[config.mk]
export PLATFORM = sky130hd
export DESIGN_NAME = rle8d_queue
export DESIGN_NICKNAME = d
export VERILOG_FILES = /design/src/design/rle8d_pkg.sv /design/src/design/rle8d_queue.sv
export SDC_FILE = /design/constraint.sdc
export NUM_CORES = 1
export LEC_CHECK = 0
export ABC_AREA = 1
export BUFFER_PORTS_ARGS = -buffer_cell sky130_fd_sc_hd__buf_4
export CORE_UTILIZATION = 25
export DETAILED_ROUTE_END_ITERATION = 10
export GPL_TIMING_DRIVEN = 0
export HOLD_SLACK_MARGIN = 0.15
export PLACE_DENSITY = 0.4
export SYNTH_ARGS = -nofsm -noshare
export SYNTH_HDL_FRONTEND = slang
export SYNTH_SLANG_ARGS = --single-unit
[constraint.sdc]
create_clock -name i_clk -period 6.2 [get_ports i_clk]
set_input_delay 0.93 -clock i_clk [delete_from_list [all_inputs] [get_ports i_clk]]
set_output_delay 0.93 -clock i_clk [all_outputs]
set_load 0.005 [all_outputs]
[src/design/rle8d_pkg.sv]
`timescale 1ns / 1ps
// Shared types, constants and helpers for the RLE8 bitmap decoder.
// No dependencies; used by every module of the block.
package rle8d_pkg;

    localparam int DEF_MAX_WIDTH       = 4096;
    localparam int DEF_MAX_HEIGHT      = 4096;
    localparam int DEF_PALETTE_ENTRIES = 256;
    localparam int DEF_MAX_FRAME_BYTES = 16777216;

    localparam int QUEUE_DEPTH = 4;

    localparam int CFG_W      = 13;
    localparam int CFG_ADDR_W = 1;
    localparam int POS_W      = 16;
    localparam int BYTES_W    = 25;

    localparam int S_TDATA_W = 80;
    localparam int S_TUSER_W = 2;
    localparam int M_TDATA_W = 64;

    localparam logic [CFG_W-1:0] WIDTH_RESET  = 13'd320;
    localparam logic [CFG_W-1:0] HEIGHT_RESET = 13'd240;

    // Escape pair codes: a zero count byte, then the escape kind.
    localparam logic [7:0] ESC_PREFIX = 8'd0;
    localparam logic [7:0] ESC_EOL    = 8'd0;
    localparam logic [7:0] ESC_EOB    = 8'd1;
    localparam logic [7:0] ESC_DELTA  = 8'd2;

    typedef enum logic [CFG_ADDR_W-1:0] {
        REG_FRAME_WIDTH  = 1'b0,
        REG_FRAME_HEIGHT = 1'b1
    } t_reg_index;

    typedef enum logic [1:0] {
        OP_DATA  = 2'd0,
        OP_PAL   = 2'd1,
        OP_START = 2'd2,
        OP_NONE  = 2'd3
    } t_opcode;

    // One queued command from the parser to the pixel back end.
    typedef struct packed {
        logic             is_pal;  // palette write, else pixel/done command
        logic [7:0]       want;    // requested pixels, 0 for a bare frame end
        logic [POS_W-1:0] col;
        logic [POS_W-1:0] row;
        logic [7:0]       cidx;    // palette index to read or slot to write
        logic [31:0]      color;   // palette write data
        logic             done;
    } t_cmd;

    function automatic logic [POS_W-1:0] sat16(input logic [POS_W-1:0] a,
                                               input logic [POS_W-1:0] b);
        logic [POS_W:0] s;
        s = {1'b0, a} + {1'b0, b};
        return s[POS_W] ? {POS_W{1'b1}} : s[POS_W-1:0];
    endfunction

endpackage

[src/design/rle8d_queue.sv]
`timescale 1ns / 1ps
// Short command queue between the parser and the pixel back end.
// Uses rle8d_pkg for the command type and depth.
module rle8d_queue (
    input  logic            i_clk,
    input  logic            i_rst_n,
    input  logic            i_push,
    input  rle8d_pkg::t_cmd i_cmd,
    input  logic            i_pop,
    output logic            o_full,
    output logic            o_valid,
    output rle8d_pkg::t_cmd o_cmd
);
    import rle8d_pkg::*;

    localparam int PTR_W = $clog2(QUEUE_DEPTH);
    localparam int CNT_W = $clog2(QUEUE_DEPTH + 1);

    t_cmd             r_mem [QUEUE_DEPTH];
    logic [PTR_W-1:0] r_wp, n_wp;
    logic [PTR_W-1:0] r_rp, n_rp;
    logic [CNT_W-1:0] r_cnt, n_cnt;

    assign o_full  = (r_cnt == CNT_W'(QUEUE_DEPTH));
    assign o_valid = (r_cnt != '0);
    assign o_cmd   = r_mem[r_rp];

    always_comb begin
        n_wp  = r_wp;
        n_rp  = r_rp;
        n_cnt = r_cnt;
        if (i_push) begin
            n_wp  = (r_wp == PTR_W'(QUEUE_DEPTH - 1)) ? '0 : r_wp + PTR_W'(1);
            n_cnt = n_cnt + CNT_W'(1);
        end
        if (i_pop) begin
            n_rp  = (r_rp == PTR_W'(QUEUE_DEPTH - 1)) ? '0 : r_rp + PTR_W'(1);
            n_cnt = n_cnt - CNT_W'(1);
        end
    end

    always_ff @(posedge i_clk) begin
        if (i_push) r_mem[r_wp] <= i_cmd;
    end

    always_ff @(posedge i_clk) begin
        if (!i_rst_n) begin
            r_wp  <= '0;
            r_rp  <= '0;
            r_cnt <= '0;
        end else begin
            r_wp  <= n_wp;
            r_rp  <= n_rp;
            r_cnt <= n_cnt;
        end
    end

endmodule

; ---- After elaboration in Yosys (flattened, before gate mapping)
; Memories as Yosys holds them, arrays and structs flattened. A register that Yosys moved wholly into a read port is not among the register bits.
; Index checks and enable logic that the tools add are counted.
[totals]
mem_count = 1
ramBits = 328
input_bits = 86
reg_bits = 7
wordCells = 20
[mem_list]
columns = name, words, width, read_ports, rd_clocked_by_memory_dff, write_ports, line_no
row1 = r_mem, 4, 82, 1, 1, 1, rle8d_queue.sv:19  ; t_cmd r_mem [QUEUE_DEPTH];
[op_classes]
reduce_logical = 1
eq_ne = 3
n_addsub = 4
n_mux = 8
[ops]
columns = op, count
row1 = 2-bit two-way mux, 4
row2 = 3-bit two-way mux, 2
row3 = "2-bit by 1-bit adder with 2-bit output, second input constant", 2
row4 = "2-bit == test, second input constant", 2
row5 = "3-bit by 1-bit adder with 3-bit output, second input constant", 1
row6 = "3-bit == test, second input constant", 1
row7 = 3-bit nonzero test, 1
row8 = "3-bit by 1-bit subtractor with 3-bit output, second input constant", 1
row9 = 1-bit two-way mux, 2

; ---- Depth between registers and ports, before layout
; Gate-level depths: netlist (run 1).
[logic_depth]
depth_word = 4
mapped_depth = 12
depth_no_buf = 12

; ---- Worst setup path before layout (run 1)
; OpenSTA, ideal clock, no wires.
[synth_timing]
path_type = input port to flip-flop
from = input port i_push
to = memory r_mem[0][0] (netlist bit), enable pin
setup_ps = 436
slack_ps = 3034
cell_stages = 3
arrival_ps = 2730
required_ps = 5764
path_cell_list = buf_2 -> nand2_1 -> inv_1
[synth_via]
elab_chain_len = 2
[synth_rtl]
columns = item, line_no
row1 = "start, declared", rle8d_queue.sv:7  ; input logic i_push,
row2 = 1-bit two-way mux, rle8d_queue.sv:43  ; if (i_push) r_mem[r_wp] <= i_cmd;
row3 = 1-bit two-way mux (implied by the code), rle8d_queue.sv:43
row4 = "end, declared", rle8d_queue.sv:19
; Every way passes these cells.

==> flow_summary.rst, run 1 <==
.. list-table::
   :header-rows: 1

   * - Metric
     - Value
   * - Result of the run
     - complete, no violations
   * - Die span in y
     - 227.2 um
   * - Pwr per Cell Area
     - 343.2 mW/mm^2
   * - Quantity of gates resized following cts
     - 0
   * - Layout net count
     - 1173
   * - Post-CTS Setup Bufs
     - 0
   * - Worst-path cell with the longest stage delay
     - sky130_fd_sc_hd__clkinv_1
   * - Clock Tree Root
     - sky130_fd_sc_hd__clkbuf_16
   * - Starting density of the core
     - 0.2532
   * - Internal Dissipation
     - 0.004300 W
   * - Leakage power total
     - 5.657 nW
   * - Vias per cell
     - 4.286
   * - Cell count of the worst hold path
     - 2
   * - CTS H-Tree Depth
     - 2
   * - Row cnt
     - 82
   * - Length of the first detailed-routing pass in iterations
     - 4
   * - Clock latency reported for the late side of the worst-skew pair
     - 0.55 ns
   * - Largest buffer count on any clock path
     - 3
   * - Path type of the worst setup path
     - reg -> out
   * - Max_slew headroom
     - 0.4417
   * - Peak supply drop
     - 0.1460 mV
   * - Most numerous cell types in the synthesized netlist
     - 328 x sky130_fd_sc_hd__edfxtp_1, 172 x sky130_fd_sc_hd__nor2_1, 90 x sky130_fd_sc_hd__o21ai_0
   * - Post-Synthesis Net Count
     - 960
   * - First-pass GRT wire length
     - 50130 um
   * - Crit path largest cell delay
     - 0.51 ns
   * - Destination of the worst register-to-register timing path
     - r_mem[2][26]
   * - Origin of the worst min-delay path
     - r_wp[1]
   * - Hold bufs inserted after CTS
     - 0
   * - Setup TNS
     - 0 ns
   * - Max-Cap Viols
     - 0
   * - Proportion of layout cells with a drive suffix above 1
     - 0.2403
   * - Final setup viols
     - 0
   * - Cell breakdown of the critical path
     - clkinv_1 > clkbuf_1 > o21ai_1 > o22ai_1 > buf_4
   * - Launching element type of the critical path
     - flop
   * - Share of Yosys cell area claimed by the top area cell type
     - 0.7770
   * - Fmax achieved
     - 0.3103 GHz
   * - TritonCTS buffer count
     - 40
   * - Clk_skew
     - 0.01855 ns
   * - Cell count after synthesis
     - 866
   * - Sequential power share
     - 0.472
   * - Area enclosed by the die boundary
     - 0.05161 sq mm
   * - Synthesis-stage register bit count
     - 337
   * - Post-detail-place hpwl
     - 20150 um
   * - Combinational fraction of design power
     - 0.103
   * - Filler cell count in the final layout
     - 5085
   * - CORE AREA
     - 0.05007 sq mm
   * - Worst Setup End Kind
     - output port
   * - Endpoint of the worst hold path
     - r_wp[1]
   * - CP Data Required Time
     - 5.27 ns
   * - Inserted Diodes
     - 0
   * - Synthesized area
     - 0.01268 sq mm
   * - Synthesis warning total
     - 0
   * - Worst Max-Slew Pin Slew
     - 0.8375 ns
   * - Shortest clock period the worst path allows after layout
     - 3.223 ns
   * - Fraction of the yosys area taken by sequential cells
     - 0.7912
   * - Total area of sequential cells
     - 0.01003 sq mm
   * - Number of distinct library cells after synthesis
     - 20
   * - Final routed DRC violation total
     - 0
   * - Origin of the critical flop-to-flop path
     - r_wp[0]
   * - Number of routed nets with antenna violations
     - 0
   * - Mean post-synth cell area
     - 14.64 sq um
   * - Most repeated cell in the gate-level netlist after synthesis
     - sky130_fd_sc_hd__edfxtp_1
   * - Area overhead of the layout relative to synthesis
     - 27.84%
   * - # IOs
     - 170
   * - Setup repair after global routing missed its margin
     - no
   * - Via count
     - 7624
   * - Worst R2R Setup Slack
     - 4.25 ns
   * - GRT overflow
     - 0
   * - Worst slack on hold paths
     - 0.5286 ns
   * - Final weighted congestion of routability-driven global placement
     - 0.6643
   * - Worst Reg2Reg Path Length in Cells
     - 5
   * - Final hold violation count
     - 0
   * - Final cycle utilization of the critical path
     - 0.5198
   * - Largest net degree at the start of global routing
     - 50
   * - Share of synthesized flip-flops with an asynchronous set or reset
     - 0
   * - Clock transition at path regs
     - 0.06 ns
   * - Final Max Tran Viols
     - 0
   * - Path category of the worst min-delay check
     - reg -> reg
   * - Total Routed Length
     - 34390 um
   * - GRT Resource Usage Total
     - 0.1342
   * - First DRT Iteration DRCs
     - 390
   * - Area of combinational cells with multiple inputs
     - 0.002206 sq mm
   * - Die W
     - 227.2 um
   * - Count of buffers inserted at the top-level ports
     - 167
   * - Number of synthesized flops with an enable pin
     - 328
   * - Switching power
     - 0.001262 W
   * - Initial antenna violation count
     - 2
   * - Post-DR wirelength/cell
     - 19.33 um
   * - Portion of total power attributed to the clock network
     - 0.425
   * - Clk sinks
     - 337
   * - Cell accounting for the most synthesized area
     - sky130_fd_sc_hd__edfxtp_1
   * - Number of global-route vias before repair
     - 7805
   * - CTS tree
     - done
   * - Switching share of power
     - 0.2269
   * - Main flop type after synthesis
     - sky130_fd_sc_hd__edfxtp_1
   * - Dominant cells by area after synthesis
     - sky130_fd_sc_hd__edfxtp_1 78%, sky130_fd_sc_hd__nor2_1 5.1%, sky130_fd_sc_hd__o22ai_1 4.0%
   * - Peak fanout along the critical path
     - 10
   * - Worst endpoint data arrival time
     - 2.29 ns
per-stage QoR:
| stage | instances | cell area (sq um) | setup slack, ns | total power, W | utilization |
|---|---|---|---|---|---|
| after floorplan | 866 | 12680 | 3.034 | 0.002926 | - |
| after global placement | 1705 | 14770 | 1.203 | 0.003268 | 0.2950 |
| final | 1779 | 16210 | 2.977 | 0.005561 | 0.3237 |
| after CTS | 1779 | 16210 | 2.851 | 0.005656 | 0.3237 |
| after global routing | 1779 | 16210 | 2.776 | 0.005791 | 0.3237 |
| after detailed placement | 1709 | 14890 | 3.456 | 0.003265 | 0.2975 |
metal layers:
metal | track usage | vias to the layer above | routed length, um
met3 | 0.03730 | 44 | 1992
met2 | 0.2117 | 157 | 15900
met5 | 0 | - | 30
met4 | 0.03486 | 4 | 580
met1 | 0.1811 | 3738 | 15890
li1 | - | 3681 | -
final cells by class:
class,instances,area share
Buffer,55,0.02262
Timing Repair Buffer,171,0.08416
Tap cell,672,0.05188
Clock buffer,51,0.06563
Clock inverter,19,0.01536
Sequential cell,337,0.6189
Inverter,19,0.005327
Multi-Input combinational cell,455,0.1361
cells in the final DEF (no fill, tap or decap), types with 8 or more instances in the layout:
master / count
sky130_fd_sc_hd__edfxtp_1: 328
sky130_fd_sc_hd__buf_4: 178
sky130_fd_sc_hd__nor2_1: 172
sky130_fd_sc_hd__o21ai_0: 90
sky130_fd_sc_hd__o22ai_1: 82
sky130_fd_sc_hd__o21ai_1: 78
sky130_fd_sc_hd__clkbuf_16: 41
sky130_fd_sc_hd__clkbuf_1: 29
sky130_fd_sc_hd__nand2_1: 16
sky130_fd_sc_hd__buf_6: 14
sky130_fd_sc_hd__inv_1: 13
sky130_fd_sc_hd__dfxtp_1: 9
sky130_fd_sc_hd__ha_1: 8
logic make-up (layout without fill, tap and decap cells):
kind of cell               Yosys count  in the layout  share of synthesized area
AOI/OAI and AO/OA                  254            254                     0.1084
adders and majority gates            8              8                   0.007897
buffers and inverters               74            315                    0.03474
DFF                                337            337                     0.7912
and+or+nand+nor                    193            193                    0.05774
worst max-delay path: cells and delay by family, from the launching register on:
family,cells,cell delay (ns)
buffers and inverters,3,1.12
AO/OA/AOI/OAI,2,0.30
flip-flops,1,0.33
state kept, by name, summed over array words and instances (netlist names), named ones only:
name	cells
r_cnt	3
r_mem	328
r_rp	2
r_wp	2
how the worst max path moves through the flow:
stage | startpoint | end | slack, ns | cells after the start
detailed placement | flop | o_cmd[3] | 3.46 | 5
floorplan | i_push | r_mem[0][0] | 3.03 | 3
global placement | i_push | r_mem[3][30] | 1.20 | 3
CTS | flop | o_cmd[3] | 2.85 | 5
finish | flop | o_cmd[69] | 2.98 | 5
global route | flop | o_cmd[3] | 2.78 | 5
power by group through the flow:
| stage | registers [W] | logic (W) | clock network [W] |
|---|---|---|---|
| global placement | 0.00268 | 0.000583 | 0 |
| floorplan | 0.00267 | 0.000253 | 0 |
| CTS | 0.00262 | 0.000596 | 0.00244 |
| global route | 0.00263 | 0.000640 | 0.00252 |
| detailed placement | 0.00267 | 0.000595 | 0 |
| finish | 0.00262 | 0.000574 | 0.00236 |
(Power assumes the default switching activity.)
==> run 2, diff against run 1 <==
--- a/config.mk
+++ b/config.mk
@@ -11,7 +11,7 @@
 export DETAILED_ROUTE_END_ITERATION = 10
 export GPL_TIMING_DRIVEN = 0
 export HOLD_SLACK_MARGIN = 0.15
-export PLACE_DENSITY = 0.4
+export PLACE_DENSITY = 0.42
 export SYNTH_ARGS = -nofsm -noshare
 export SYNTH_HDL_FRONTEND = slang
 export SYNTH_SLANG_ARGS = --single-unit
==> constraint.sdc (replaced) <==
create_clock -name i_clk -period 2.8 [get_ports i_clk]
set_input_delay 0.42 -clock i_clk [delete_from_list [all_inputs] [get_ports i_clk]]
set_output_delay 0.42 -clock i_clk [all_outputs]
set_load 0.005 [all_outputs]
==> flow_summary.rst, run 2 (synthesis gave the netlist of run 1 again) <==
.. list-table::
   :header-rows: 1

   * - Metric
     - Value
   * - Initial antenna violation count
     - 4 (+2)
   * - CORE AREA
     - 0.05007 sq mm (unchanged)
   * - Final Max Tran Viols
     - 0 (unchanged)
   * - GRT overflow
     - 0 (unchanged)
   * - Non-filler cells in the finished layout
     - 1865 (+4.8%)
   * - Max-Cap Viols
     - 0 (unchanged)
   * - Path type of the worst setup path
     - reg -> out
   * - Leakage power total
     - 6.012 nW (+6.3%)
   * - # IOs
     - 170 (unchanged)
   * - Post-DR wirelength/cell
     - 18.45 um (-4.6%)
   * - Final weighted congestion of routability-driven global placement
     - 0.6793 (+2.3%)
   * - Crit path largest cell delay
     - 0.49 ns (-0.02 ns)
   * - Layout net count
     - 1256 (+7.1%)
   * - Number of global-route vias before repair
     - 8057 (+3.2%)
   * - TritonCTS buffer count
     - 40 (unchanged)
   * - GRT Resource Usage Total
     - 0.1327 (-0.001540)
   * - Final routed DRC violation total
     - 0 (unchanged)
   * - Clock Tree Root
     - sky130_fd_sc_hd__clkbuf_16
   * - Clk_skew
     - 0.01149 ns (-0.007061 ns)
   * - Post-detail-place hpwl
     - 19840 um (-1.5%)
   * - Die W
     - 227.2 um (unchanged)
   * - Setup repair after global routing missed its margin
     - no
   * - Final hold violation count
     - 0 (unchanged)
   * - Result of the run
     - complete, no violations
   * - Cell repeated most along the worst path
     - sky130_fd_sc_hd__buf_4
   * - Proportion of layout cells with a drive suffix above 1
     - 0.2275 (-0.01275)
   * - Max_slew headroom
     - 0.5218 (+0.08015)
   * - Total power draw
     - 0.01237 W (+120%)
   * - First-pass GRT wire length
     - 49950 um (-0.36%)
   * - Worst endpoint data arrival time
     - 2.26 ns (-0.03 ns)
   * - Fraction of the core area covered by cells at the end of the flow
     - 0.3404 (+0.01672)
   * - Fmax achieved
     - 0.3736 GHz
   * - Vias per cell
     - 4.291 (+0.12%)
   * - Length of the first detailed-routing pass in iterations
     - 6 (+2)
   * - CTS H-Tree Depth
     - 2 (unchanged)
   * - Area enclosed by the die boundary
     - 0.05161 sq mm (unchanged)
   * - Worst-path cell with the longest stage delay
     - sky130_fd_sc_hd__clkbuf_1
   * - Area overhead of the layout relative to synthesis
     - 34.45%
   * - Number of flip-flops in the largest register
     - 328 (unchanged)
   * - Final cycle utilization of the critical path
     - 0.9560
   * - Worst slack on hold paths
     - 0.2716 ns (-0.2570 ns)
   * - Peak supply drop
     - 0.3399 mV (+130%)
   * - CTS tree
     - done
   * - Launching element type of the critical path
     - flop
   * - Clock latency reported for the late side of the worst-skew pair
     - 0.54 ns (about the same)
   * - Final setup viols
     - 0 (unchanged)
   * - Path category of the worst min-delay check
     - in -> reg
   * - First DRT Iteration DRCs
     - 414 (+6.2%)
   * - Commonest non-fill, non-tap cells in the layout
     - 328 x sky130_fd_sc_hd__edfxtp_1, 178 x sky130_fd_sc_hd__buf_4, 172 x sky130_fd_sc_hd__nor2_1, 90 x sky130_fd_sc_hd__o21ai_0, 83 x sky130_fd_sc_hd__dlygate4sd3_1
   * - Number of routed nets with antenna violations
     - 0 (unchanged)
   * - Worst Setup End Kind
     - output port
   * - Shortest clock period the worst path allows after layout
     - 2.677 ns
   * - Cell breakdown of the critical path
     - buf_4 > clkbuf_1 > o21ai_0 > o22ai_1 > buf_4
   * - Placed cell count
     - 1709 (unchanged)
   * - CP Data Required Time
     - 2.38 ns (-2.89 ns)
   * - Total Routed Length
     - 34400 um (about the same)
   * - Largest net degree at the start of global routing
     - 53 (+6.0%)
   * - Die span in y
     - 227.2 um (unchanged)
   * - Most common cell after layout, fill and taps aside
     - sky130_fd_sc_hd__edfxtp_1
   * - Worst Max-Slew Pin Slew
     - 0.7172 ns (-0.1202 ns)
   * - Biggest registers after layout
     - r_mem: 328 flops, r_cnt: 3 flops
   * - Largest buffer count on any clock path
     - 3 (unchanged)
   * - Via count
     - 8002 (+5.0%)
   * - Peak fanout along the critical path
     - 10 (unchanged)
   * - Clock transition at path regs
     - 0.05 ns (about the same)
   * - Register with the most flip-flops
     - r_mem
   * - Pwr per Cell Area
     - 725.9 mW/mm^2 (+110%)
   * - Starting density of the core
     - 0.2532 (unchanged)
   * - Count of buffers inserted at the top-level ports
     - 167 (unchanged)
   * - Row cnt
     - 82 (unchanged)
   * - Clk sinks
     - 337 (unchanged)
[run 2: changes by cell type in the layout (fill, tap and decap cells not counted), sizes merged]
cell	before	now
clkinv	12	14
clkbuf	75	74
dlygate4sd3	0	83
buf	202	203
clkinvlp	0	1
diode	0	2
inv	20	18
[run 2: worst max-delay path: cells and delay by family (launching register included)]
family,cells,cell delay [ns]
buf+inv,3,0.92
flops,1,0.34
compound gates,2,0.46
[run 2: stage by stage]
step                      setup slack [ns]  area [sq um]  setup TNS, ns
final                               0.1231         17040              0
after global routing            0.00001155         17040              0
after CTS                          0.06288         17040              0
after detailed placement            0.5441         14890              0
after global placement              -1.695         14770        -516.64
after floorplan                     0.1440         12680              0
[run 2: final timing paths]
check | startpoint | to | slack [ns] | cells after the start
max reg2reg | r_wp[0] | r_mem[0][33] | 0.90 | 5
min reg2reg | r_wp[1] | r_wp[1] | 0.53 | 2
max | flop | o_cmd[78] | 0.12 | 5
min | i_pop | r_cnt[0] | 0.27 | 3
[run 2: area by class of cell]
| class | instances | area (sq um) |
|---|---|---|
| fill | 5005 | 33030 |
| sequential | 337 | 10030 |
| multi-input combinational | 455 | 2206 |
| timing repair buffer | 254 | 2195 |
| clock buffer | 51 | 1064 |
| tap | 672 | 840.8 |
| buffer | 55 | 367.9 |
| clock inverter | 20 | 247.7 |
| inverter | 19 | 87.58 |
| antenna | 2 | 5.005 |
[run 2: routing by layer]
layer | global-route usage | vias up | share of wire
met4 | 0.03940 | 2 | 0.020
met3 | 0.03459 | 58 | 0.056
met1 | 0.1732 | 3901 | 0.45
met2 | 0.2156 | 188 | 0.47
met5 | 0 | - | 0.00038
li1 | - | 3853 | -
[run 2: what timing repair did]
action,in CTS,in global routing
buffers inserted,0,0
endpoints found under the setup margin,40,1
endpoints found under the hold margin,331,0
cloned,0,0
hold buffers,83,0
resized for setup,1,3
[run 2: power by group]
group	internal [W]	switching, W	total (W)	leakage [nW]
Clock	0.00323	0.00197	0.00519	0.643
Sequential	0.00576	0.0000446	0.00581	3.09
Combinational	0.000600	0.000768	0.00137	2.28
==> run 3, diff against run 2 <==
--- a/config.mk
+++ b/config.mk
@@ -5,7 +5,7 @@
 export SDC_FILE = /design/constraint.sdc
 export NUM_CORES = 1
 export LEC_CHECK = 0
-export ABC_AREA = 1
+export ABC_AREA = 0
 export BUFFER_PORTS_ARGS = -buffer_cell sky130_fd_sc_hd__buf_4
 export CORE_UTILIZATION = 25
 export DETAILED_ROUTE_END_ITERATION = 10
==> flow_summary.rst, run 3 <==
.. list-table::
   :header-rows: 1

   * - Metric
     - Value
   * - Clock Tree Root
     - sky130_fd_sc_hd__clkbuf_16
   * - Fraction of the yosys area taken by sequential cells
     - 0.8082 (+0.01699)
   * - Dominant cells by area after synthesis
     - sky130_fd_sc_hd__edfxtp_1 79%, sky130_fd_sc_hd__mux4_2 15%, sky130_fd_sc_hd__dfxtp_1 1.5%
   * - Worst Max-Slew Pin Slew
     - 0.9070 ns (+0.1898 ns)
   * - Post-DR wirelength/cell
     - 18.20 um (-1.3%)
   * - Result of the run
     - complete, no violations
   * - Combinational fraction of design power
     - 0.098 (-0.013)
   * - Post-synthesis mux area share
     - 0.1532 (+0.1532)
   * - Worst Reg2Reg Path Length in Cells
     - 3 (-2)
   * - Number of synthesized flops with an enable pin
     - 328 (unchanged)
   * - Clk sinks
     - 337 (unchanged)
   * - Leakage power total
     - 5.644 nW (-6.1%)
   * - Most repeated cell in the gate-level netlist after synthesis
     - sky130_fd_sc_hd__edfxtp_1
   * - Number of flip-flops in the largest register
     - 328 (unchanged)
   * - Layout net count
     - 870 (-31%)
   * - Cell count after synthesis
     - 480 (-45%)
   * - Synthesis warning total
     - 0 (unchanged)
   * - Destination of the worst register-to-register timing path
     - r_mem[3][6]
   * - Die span in y
     - 224.8 um (-1.0%)
   * - Filler cell count in the final layout
     - 4594 (-8.2%)
   * - Final routed DRC violation total
     - 0 (unchanged)
   * - Peak supply drop
     - 0.6417 mV (+89%)
   * - Final hold violation count
     - 0 (unchanged)
   * - Fmax achieved
     - 0.3923 GHz (+5.0%)
   * - Largest family of logic cells by synthesized area
     - multiplexers
   * - GRT overflow
     - 0 (unchanged)
   * - Peak fanout along the critical path
     - 10 (unchanged)
   * - Initial antenna violation count
     - 0 (-4)
   * - Biggest registers after layout
     - r_mem: 328 flops, r_cnt: 3 flops
   * - Origin of the critical flop-to-flop path
     - r_wp[0]
   * - Inserted Diodes
     - 0 (-2)
   * - Vias per cell
     - 4.047 (-5.7%)
   * - Max_slew headroom
     - 0.3953 (-0.1265)
   * - Largest net degree at the start of global routing
     - 50 (-5.7%)
   * - CP Data Required Time
     - 2.38 ns (about the same)
   * - Setup repair after global routing missed its margin
     - no
   * - Number of routed nets with antenna violations
     - 0 (unchanged)
   * - Share of Yosys cell area claimed by the top area cell type
     - 0.7937 (+0.01669)
   * - Worst Setup End Kind
     - output port
   * - Largest buffer count on any clock path
     - 3 (unchanged)
   * - Final weighted congestion of routability-driven global placement
     - 0.6823 (+0.44%)
   * - Sequential power share
     - 0.487 (+0.017)
   * - Post-synthesis xor/xnor area fraction
     - 0.002117 (+0.002117)
   * - Area overhead of the layout relative to synthesis
     - 34.74%
   * - Area enclosed by the die boundary
     - 0.05053 sq mm (-2.1%)
   * - Worst R2R Setup Slack
     - 0.77 ns (-0.13 ns)
   * - Switching power
     - 0.002515 W (-9.5%)
   * - Post-Synthesis Net Count
     - 574 (-40%)
   * - Origin of the worst min-delay path
     - i_push
   * - Synthesized area
     - 0.01241 sq mm (-2.1%)
   * - First-pass GRT wire length
     - 40240 um (-19%)
   * - Final cycle utilization of the critical path
     - 0.9103 (-0.04574)
   * - Count of buffers inserted at the top-level ports
     - 168 (+0.60%)
   * - Via count
     - 5949 (-26%)
   * - Path category of the worst min-delay check
     - in -> reg
   * - Commonest non-fill, non-tap cells in the layout
     - 328 x sky130_fd_sc_hd__edfxtp_1, 168 x sky130_fd_sc_hd__buf_4, 84 x sky130_fd_sc_hd__dlygate4sd3_1, 81 x sky130_fd_sc_hd__mux4_2, 41 x sky130_fd_sc_hd__clkbuf_16
   * - Cell accounting for the most synthesized area
     - sky130_fd_sc_hd__edfxtp_1
   * - Most numerous cell types in the synthesized netlist
     - 328 x sky130_fd_sc_hd__edfxtp_1, 81 x sky130_fd_sc_hd__mux4_2, 9 x sky130_fd_sc_hd__buf_2, 9 x sky130_fd_sc_hd__dfxtp_1
   * - Non-filler cells in the finished layout
     - 1470 (-21%)
   * - TritonCTS buffer count
     - 39 (-2.5%)
   * - First DRT Iteration DRCs
     - 277 (-33%)
   * - Portion of total power attributed to the clock network
     - 0.415 (-0.005)
   * - # IOs
     - 170 (unchanged)
   * - Final setup viols
     - 0 (unchanged)
   * - Total power draw
     - 0.01200 W (-3.0%)
   * - Placed cell count
     - 1316 (-23%)
   * - CTS H-Tree Depth
     - 2 (unchanged)
   * - Launching element type of the critical path
     - flop
   * - Cell count of the worst hold path
     - 3 (unchanged)
   * - Internal Dissipation
     - 0.009483 W (-1.1%)
   * - Share of synthesized flip-flops with an asynchronous set or reset
     - 0 (unchanged)
   * - Switching share of power
     - 0.2097 (-0.01499)
   * - Final Max Tran Viols
     - 0 (unchanged)
   * - CTS tree
     - done
   * - GRT Resource Usage Total
     - 0.1083 (-0.02431)
   * - Proportion of layout cells with a drive suffix above 1
     - 0.4119 (+0.1844)
   * - Shortest clock period the worst path allows after layout
     - 2.549 ns (-0.1281 ns)
   * - Mean post-synth cell area
     - 25.85 sq um (+77%)
   * - Row cnt
     - 81 (-1.2%)
   * - Pwr per Cell Area
     - 717.6 mW/mm^2 (-1.2%)
   * - Post-detail-place hpwl
     - 15760 um (-21%)
   * - Number of distinct library cells after synthesis
     - 21 (+5.0%)
   * - Worst endpoint data arrival time
     - 2.13 ns (-0.13 ns)
   * - Synthesized-area fraction occupied by and/or/nand/nor cells
     - 0.008369 (-0.04937)
   * - Synthesis-stage register bit count
     - 337 (unchanged)
   * - Clock latency reported for the late side of the worst-skew pair
     - 0.54 ns (about the same)
   * - Register with the most flip-flops
     - r_mem
   * - Endpoint of the worst hold path
     - r_cnt[2]
   * - Most common cell after layout, fill and taps aside
     - sky130_fd_sc_hd__edfxtp_1
   * - Length of the first detailed-routing pass in iterations
     - 4 (-2)
   * - Adder-cell share of the synthesized area
     - 0.008066 (+0.0001696)
   * - Die W
     - 224.8 um (-1.0%)
   * - Clk_skew
     - 0.01021 ns (-0.001276 ns)
   * - Starting density of the core
     - 0.2535 (+0.0003344)
   * - Total Routed Length
     - 26760 um (-22%)
   * - Clock transition at path regs
     - 0.05 ns (about the same)
   * - Number of global-route vias before repair
     - 6671 (-17%)
   * - Compound-gate portion of the synthesized area
     - 0.0008066 (-0.1076)
   * - Main flop type after synthesis
     - sky130_fd_sc_hd__edfxtp_1
   * - Max-Cap Viols
     - 0 (unchanged)
   * - Path type of the worst setup path
     - reg -> out
   * - CORE AREA
     - 0.04895 sq mm (-2.2%)
run 3: changes by cell type after synthesis, sizes merged, moves of 4 or more:
cell / change
nand2: -11
mux2i: +5
and2: +5
mux4: +82
o22ai: -82
clkbuf: -23
o21ai: -168
nor2: -171
buf: -13
nor2b: +4
inv: -13
run 3: how the worst max path moves through the flow:
stage	startpoint	to	slack, ns	cells after the start
3_3_place_gp	i_push	r_mem[3][64]	-0.30	2
6_report	flop	o_cmd[59]	0.25	3
4_1_cts	flop	o_cmd[58]	0.13	3
3_5_place_dp	flop	o_cmd[58]	0.19	4
2_1_floorplan	i_push	r_mem[3][0]	0.70	2
5_1_grt	flop	o_cmd[60]	0.11	3
run 3: area by class of cell:
class / count / area, sq um / area share
clock buffer: 50 / 1060 / 0.06338
sequential: 337 / 10030 / 0.5999
multi-input combinational: 119 / 2151 / 0.1286
timing repair buffer: 256 / 2205 / 0.1318
tap: 664 / 830.8 / 0.04969
buffer: 18 / 216.5 / 0.01295
inverter: 5 / 18.77 / 0.001122
clock inverter: 21 / 209.0 / 0.01250
run 3: what timing repair did:
action	4_1_cts	5_1_grt
hold buffers	84	0
endpoints found under the hold margin	333	0
endpoints found under the setup margin	80	0
resized for setup	1	0
buffers inserted	0	0
run 3: through the flow:
| stage | hold WS (ns) | setup slack (ns) | utilization | instance area (sq um) | TNS [ns] |
|---|---|---|---|---|---|
| 3_5_place_dp | 0.5546 | 0.1890 | 0.2985 | 14610 | 0 |
| 4_1_cts | 0.2283 | 0.1274 | 0.3416 | 16720 | 0 |
| 5_1_grt | 0.2717 | 0.1137 | 0.3416 | 16720 | 0 |
| 6_report | 0.2751 | 0.2512 | 0.3416 | 16720 | 0 |
| 3_3_place_gp | 0.5241 | -0.3045 | 0.2963 | 14510 | -93.36 |
| 2_1_floorplan | 0.5125 | 0.6962 | - | 12410 | 0 |
run 3: power by group through the flow:
stage               registers (W)  logic [W]  clock network, W
global placement          0.00594    0.00107                 0
floorplan                 0.00593   0.000522                 0
global route              0.00586    0.00128           0.00534
detailed placement        0.00594    0.00113                 0
CTS                       0.00584    0.00122           0.00516
finish                    0.00584    0.00118           0.00498
run 3: critical path: stages, from the launching register on:
cell                      delay [ns]
sky130_fd_sc_hd__dfxtp_2        0.58
sky130_fd_sc_hd__buf_2          0.46
sky130_fd_sc_hd__mux4_2         0.39
sky130_fd_sc_hd__buf_4          0.15
run 3: kinds of logic (layout without fill, tap and decap cells):
logic type	Yosys count	count (layout)
mux	87	87
compound gates	2	2
simple gates	19	19
buf+inv	24	350
fa+ha+maj	8	8
xor+xnor	3	3
flops	337	337
run 3: per-layer routing:
layer	wire, um	GRT usage	vias up
li1	-	-	2647
met1	11490	0.1347	3127
met2	13370	0.1820	127
met3	1252	0.02992	48
met4	639	0.03467	0
met5	0	0	-
